### config.mk
export PLATFORM = sky130hd
export DESIGN_NAME = sqv_queue
export DESIGN_NICKNAME = d
export VERILOG_FILES = /design/src/hw/rtl/sprite_quad_vertex_gen_unit_macros.svh /design/src/hw/rtl/sqv_pkg.sv /design/src/hw/rtl/sqv_queue.sv
export SDC_FILE = /design/constraint.sdc
export NUM_CORES = 1
export LEC_CHECK = 0
export BUFFER_PORTS_ARGS = -buffer_cell sky130_fd_sc_hd__buf_2
export CAP_MARGIN = 0
export CORE_AREA = 2 2 407 409
export DETAILED_ROUTE_END_ITERATION = 8
export DIE_AREA = 0 0 409 411
export PLACE_DENSITY_LB_ADDON = 0.05
export SKIP_LAST_GASP = 1
export SLEW_MARGIN = 10
export SYNTH_ARGS = -nofsm -noshare
export SYNTH_HDL_FRONTEND = slang
export SYNTH_SLANG_ARGS = --single-unit
### constraint.sdc
create_clock -name clk -period 19.2 [get_ports clk]
set_input_delay 3.84 -clock clk [delete_from_list [all_inputs] [get_ports clk]]
set_output_delay 3.84 -clock clk [all_outputs]
set_load 0.05 [all_outputs]
### src/hw/rtl/sprite_quad_vertex_gen_unit_macros.svh
// Assertion macros for the sprite quad vertex generator RTL
`ifndef SPRITE_QUAD_VERTEX_GEN_UNIT_MACROS_SVH
`define SPRITE_QUAD_VERTEX_GEN_UNIT_MACROS_SVH

// Plain property check on the module clock, off while in reset
`define SQV_ASSERT(lbl, prop, msg) \
	lbl: assert property (@(posedge clk) disable iff (!arst_n) (prop)) else $error(msg);

// Next-cycle implication on the module clock, off while in reset
`define SQV_ASSERT_NEXT(lbl, ante, cons, msg) \
	lbl: assert property (@(posedge clk) disable iff (!arst_n) (ante) |=> (cons)) else $error(msg);

`endif

### src/hw/rtl/sqv_pkg.sv
// Shared types, constants and helpers of the sprite quad vertex generator
`default_nettype none
package sqv_pkg;

	localparam int TEX_SLOTS_DEF  = 32;
	localparam int TRIG_BITS_DEF  = 10;

	localparam int IN_W   = 328;
	localparam int OUT_W  = 168;
	localparam int CFG_AW = 3;
	localparam int CFG_DW = 32;

	// register indexes of the configuration port
	localparam logic [CFG_AW-1:0] REG_BASE_A  = 3'd0;
	localparam logic [CFG_AW-1:0] REG_BASE_B  = 3'd1;
	localparam logic [CFG_AW-1:0] REG_BASE_C  = 3'd2;
	localparam logic [CFG_AW-1:0] REG_BASE_D  = 3'd3;
	localparam logic [CFG_AW-1:0] REG_BASE_TX = 3'd4;
	localparam logic [CFG_AW-1:0] REG_BASE_TY = 3'd5;
	localparam logic [CFG_AW-1:0] REG_SHEET_W = 3'd6;
	localparam logic [CFG_AW-1:0] REG_SHEET_H = 3'd7;

	localparam logic [1:0] CORNER_LAST = 2'd3;

	// divider geometry: 32 quotient bits, four per stage
	localparam int DIV_NW     = 32;
	localparam int DIV_BPS    = 4;
	localparam int DIV_STAGES = DIV_NW / DIV_BPS;

	localparam int QUEUE_DEPTH = 4;

	localparam int WIDE_W = 68;
	localparam logic signed [WIDE_W-1:0] SAT_HI = 68'sh7FFFFFFF;
	localparam logic signed [WIDE_W-1:0] SAT_LO = 68'shF_FFFF_FFFF_8000_0000;

	typedef struct packed {
		logic signed [31:0] a;
		logic signed [31:0] b;
		logic signed [31:0] c;
		logic signed [31:0] d;
		logic signed [31:0] tx;
		logic signed [31:0] ty;
	} affine_t;

	// one classified sprite, handed from the front part to the back part
	typedef struct packed {
		logic signed [17:0] sn;
		logic signed [17:0] cs;
		logic [30:0]        w;
		logic [30:0]        h;
		logic signed [31:0] px;
		logic signed [31:0] py;
		logic signed [31:0] sx;
		logic signed [31:0] sy;
		logic signed [31:0] fu;
		logic signed [31:0] fv;
		logic signed [31:0] tu_r;
		logic signed [31:0] tv_f;
		logic [31:0]        tint;
		logic [4:0]         slot;
	} job_t;

	function automatic logic signed [31:0] sat32(input logic signed [WIDE_W-1:0] v);
		if (v > SAT_HI) begin
			return 32'sh7FFFFFFF;
		end else if (v < SAT_LO) begin
			return 32'sh80000000;
		end else begin
			return v[31:0];
		end
	endfunction

endpackage
`default_nettype wire

### src/hw/rtl/sqv_queue.sv
// Short job queue between the front and back parts
`default_nettype none
module sqv_queue #(
	parameter int DEPTH = 4
) (
	input  wire logic          clk,
	input  wire logic          arst_n,
	input  wire logic          push,
	input  wire sqv_pkg::job_t push_job,
	output logic               full,
	input  wire logic          pop,
	output logic               valid,
	output sqv_pkg::job_t      head
);
	import sqv_pkg::*;

	localparam int PW = $clog2(DEPTH);
	localparam int CW = $clog2(DEPTH + 1);

	job_t          mem_q [DEPTH];
	logic [PW-1:0] wr_q, rd_q;
	logic [CW-1:0] cnt_q;

	assign full  = (cnt_q == CW'(DEPTH));
	assign valid = (cnt_q != '0);
	assign head  = mem_q[rd_q];

	// store on push
	always_ff @(posedge clk) begin
		if (push) begin
			mem_q[wr_q] <= push_job;
		end
	end

	// advance pointers and fill count
	always_ff @(posedge clk or negedge arst_n) begin
		if (!arst_n) begin
			wr_q  <= '0;
			rd_q  <= '0;
			cnt_q <= '0;
		end else begin
			if (push) begin
				wr_q <= (wr_q == PW'(DEPTH - 1)) ? '0 : wr_q + 1'b1;
			end
			if (pop) begin
				rd_q <= (rd_q == PW'(DEPTH - 1)) ? '0 : rd_q + 1'b1;
			end
			if (push && !pop) begin
				cnt_q <= cnt_q + 1'b1;
			end else if (pop && !push) begin
				cnt_q <= cnt_q - 1'b1;
			end
		end
	end
endmodule
`default_nettype wire

[Yosys cells after proc, flatten, opt, wreduce, memory -nomap -nowiden]
Memories as Yosys holds them, arrays and structs flattened.
Cells that the tools add are included.
Word-level totals
  bits in registers: 7
  memory bits (writable): 1564
  input port bits: 395
  output and inout bits: 393
  logic and storage cells: 23
  memories kept: 1
Operators by class
  add/sub/neg operators: 4
  eq/ne operators: 3
  mux-type cells: 6
  reductions and logical operators: 6
Memories
  mem_q: depth 4, bits a word 391, rd ports 1, clocked after memory_dff 0, wr ports 1, RTL line sqv_queue.sv:20  | job_t mem_q [DEPTH];
Operators with widths (count)
  3-bit two-way mux: 2
  2-bit by 1-bit adder with 2-bit output, second input constant: 2
  2-bit equality test, second input constant: 2
  2-bit two-way mux: 2
  3-bit by 1-bit adder with 3-bit output, second input constant: 1
  3-bit equality test, second input constant: 1
  3-bit nonzero test: 1
  3-bit by 1-bit subtractor with 3-bit output, second input constant: 1
  1-bit logical AND: 2
  1-bit zero test: 2
  1-bit two-way mux: 2
  2-bit nonzero test: 1

[Longest topological paths before layout]
  depth in word-level cells: 4
  depth in mapped cells: 7
  mapped depth without buffers: 7

[Worst setup path before layout]
Ideal clock, no wire load.
  path kind: input to register
  start point: input port push
  end point: memory mem_q[2][0] in the netlist's numbering, enable pin
  library setup time: 0.803 ns
  data arrival time: 12.635 ns
  setup slack: 5.763 ns
  stages on the path: 1
  buffers on the path: 0
  path through: and2_1
Between the ends
  cells in the longest elaborated chain, start to end: 2
Ends and longest elaborated chain
  start: declaration: RTL line sqv_queue.sv:8  | input wire logic push,
  1-bit two-way mux: RTL line sqv_queue.sv:30  | if (push) begin
  1-bit two-way mux (implied by the code): RTL line sqv_queue.sv:31  | mem_q[wr_q] <= push_job;
  end: declaration: RTL line sqv_queue.sv:20
No other way between the ends.

==> results.md <==
- Status: completed
- Worst path bufs/invs: 4
- Starting Density: around a third
- Port bufs: between 700 and 800
- GRT overflow: 0
- WS Path Type: reg -> out
- Max clock buf depth: 3
- GRT Util Overall: 16.5%
- Min-Delay Path Depth: 1
- CP max-delay cell: dfrtp_4
- Hold Startpoint: cnt_q[2]
- Clk root buf: clkbuf_16
- TNS Setup: 0 ps
- CTS tree: done
- Die Wd: just over 400 um
- Core area: roughly 0.16 mm2
- Cell area after synthesis: 0.0570 mm2
- Dpl hpwl: just under 90000 um
- Worst Tran Pin Value: between 1000 and 1500 ps
- R2r startpoint: wr_q[0]
- Fin crit share: a little under half
- Worst reg2reg path depth: 6
- Synth Instances: between 2k and 2.5k
- Yosys top cell by area: edfxtp_1
- Fmax: approximately 110 MHz
- Cts repair resizes: 0
- Share of the synthesized area in the top cell type: between 80 and 90%
- CTS Buf Count: between 150 and 200
- CP max FO: 55
- Syn. warnings: 0
- Pre-Repair DR Iteration Count: 5
- Post-route ant nets: 0
- Final hold slack: 480 ps
- Critical path's largest stage delay: slightly above 900 ps
- Final count of negative-setup-slack endpoints: 0
- Vias per Instance: between 4 and 5
- Total Wirelength: ~140000 um
- Clock Latency Late Sink: approximately 800 ps
- IO Count: 788
- Final Hold Viols: 0
- Unrepaired setup endpoints after global routing: false
- Average size of a mapped cell: approximately 27 um2
- VDD IR-drop max: 0.127 mV
- Leakage: between 20 and 25 nW
- Max-slew violations: 0
- # DRC: 0
- Num rows: 149
- Non-filler cells, final: around 5.3k
- Postcts setup bufs: 0
- Ranking of synthesized cells by area: edfxtp_1, mux4_2, buf_8
- Setup slack after layout: just over 10000 ps
- Hold endpoint: cnt_q[2]
- Top_reg_cell synth: edfxtp_1
- Post-synth EDFFs: 1564
- Pre-CTS setup slack: approximately 11000 ps
- Via count: about 26k
- Total Die Area: roughly 0.17 mm2
- Async SR Flop Fraction: 0.446%
- Crit path launch type: register
- Critical-path cell list: buf_4 -> buf_4 -> buf_4 -> mux4_2 -> buf_2
- Layout cells sized above 1: a little under half
- Worst Clk Skew: ~34 ps
- Synth Register Bits: 1571
- Reg clk slew, reported paths: about 50 ps
- Crit path from: rd_q[1]
- Yosys cell types: 21
- Tot Pwr: 0.0123 W
- Initial antenna violation count: ~110
- First-pass GRT wire length: around 200000 um
- Data arrival, critical path: 4970 ps
- Drt wl/cell: between 20 and 30 um
- Tmin final: approximately 9000 ps
- Gpl congestion: 0.743
- Flop-to-flop setup slack: ~15000 ps
- CTS Hold Bufs: 0
- Cell area power density: around 180 mW/mm2
- Fill count: 14.3k
- Most used cell, CP: buf_4
- Final net count: 3388
- Slew headroom: 25.3%
- Max Cap Violations: 0
- CP Capture Type: output port
- H-tree lvl count: 4
- Seq/Total Area, Yosys: between 80 and 90%
- P&R area growth vs syn: 20.5%
- Pin count of the biggest net entering global routing: roughly 140
- CP top delay family: buffers and inverters
- Type of the worst min-delay path: reg -> reg
- CTS sink count: approximately 1.6k
- Vias in the first global route: 27.7k
- DRT iter0 DRCs: about 1.5k
- Placed cell count: 4999
- Die height: 411 um
- Critical path required time: between 15000 and 20000 ps
- Syn Nets: 2482
- FF-to-FF End: mem_q[0][305]
## sequential cells by signal (all words and copies together), names as in the netlist
| signal | flops |
|---|---|
| cnt_q | 3 |
| wr_q | 2 |
| rd_q | 2 |
| mem_q | 1564 |
## cells in the final DEF, fill, tap and decap left out, types with 2 or more instances in the layout
| cell type | count |
|---|---|
| inv_6 | 5 |
| mux4_2 | 391 |
| buf_12 | 7 |
| and2_4 | 4 |
| mux2_2 | 3 |
| xor2_1 | 2 |
| ha_1 | 6 |
| buf_4 | 24 |
| inv_1 | 4 |
| bufinv_16 | 12 |
| clkinv_1 | 46 |
| nand2_1 | 2 |
| nor2_1 | 3 |
| dfrtp_1 | 5 |
| o21ai_0 | 2 |
| clkinv_8 | 2 |
| clkbuf_1 | 34 |
| dfrtp_4 | 2 |
| diode_2 | 23 |
| clkbuf_16 | 178 |
| clkinv_4 | 2 |
| inv_16 | 3 |
| edfxtp_1 | 1564 |
| clkinv_2 | 25 |
| buf_2 | 787 |
| clkinvlp_4 | 4 |
## layout make-up
class / count / area, um2 / share of cell area, %
clock inverters: 100 / 872 / 1.27
clock buffers: 212 / 4580 / 6.67
repair buffers: 818 / 4260 / 6.20
flip-flops and latches: 1571 / 47100 / 68.6
inverters: 4 / 15.0 / 0.0219
diodes: 23 / 57.6 / 0.0838
well taps: 2189 / 2740 / 3.99
multi-input cells: 417 / 9040 / 13.2
## power breakdown
group	leakage, nW	internal (W)	total, W	switching, W
sequential	14.4	0.00440	0.00455	0.000151
clock	2.66	0.00186	0.00316	0.00131
combinational	5.86	0.00125	0.00459	0.00334
## metal layers
| metal | track usage, % | routed length [um] | vias to the layer above |
|---|---|---|---|
| met5 | 0 | 439 | - |
| met4 | 5.81 | 4820 | 76 |
| met3 | 6.61 | 12700 | 363 |
| met2 | 27.7 | 69800 | 854 |
| met1 | 19.0 | 52000 | 13574 |
| li1 | - | - | 10972 |
## stage by stage
stage               utilization (%)  instance area, um2
CTS                            41.9               68700
detailed placement             38.6               63200
global route                   41.9               68700
global placement               38.6               63200
floorplan                         -               57000
finish                         41.9               68700
## worst max-delay path by stage
stage / endpoint / slack (ps) / cells past startpoint
2_1_floorplan: mem_q[2][0] / 5760 / 1
3_5_place_dp: head[294] / 11130 / 5
3_3_place_gp: head[284] / 11140 / 5
5_1_grt: head[297] / 10130 / 5
6_report: head[294] / 10390 / 5
4_1_cts: head[294] / 10240 / 5
## cells in the mapped netlist (3+ instances only)
cell type,instances
ha_1,6
inv_1,4
and2_1,4
buf_6,9
mux2_2,3
buf_12,3
nor2_1,3
dfrtp_1,7
buf_2,41
buf_8,30
clkbuf_1,4
edfxtp_1,1564
mux4_2,391
## worst register-to-register path: cells and delay by family (launching register included)
kind	cells	cell delay, ps
adders and majority gates	1	150
and+or+nand+nor	1	600
buffers and inverters	4	2880
DFF	1	410
## kinds of logic (layout without fill, tap and decap cells)
family	Yosys count	in the layout	share of synthesized area [%]
AOI/OAI and AO/OA	2	2	0.0176
xor gates and xnor gates	3	3	0.0461
adders and majority gates	7	7	0.167
buffers and inverters	92	1134	1.50
DFF	1571	1571	82.7
muxes	394	394	15.5
other	0	23	0
and+or+nand+nor	11	11	0.101
No activity file was read; power rests on OpenSTA's default activity.
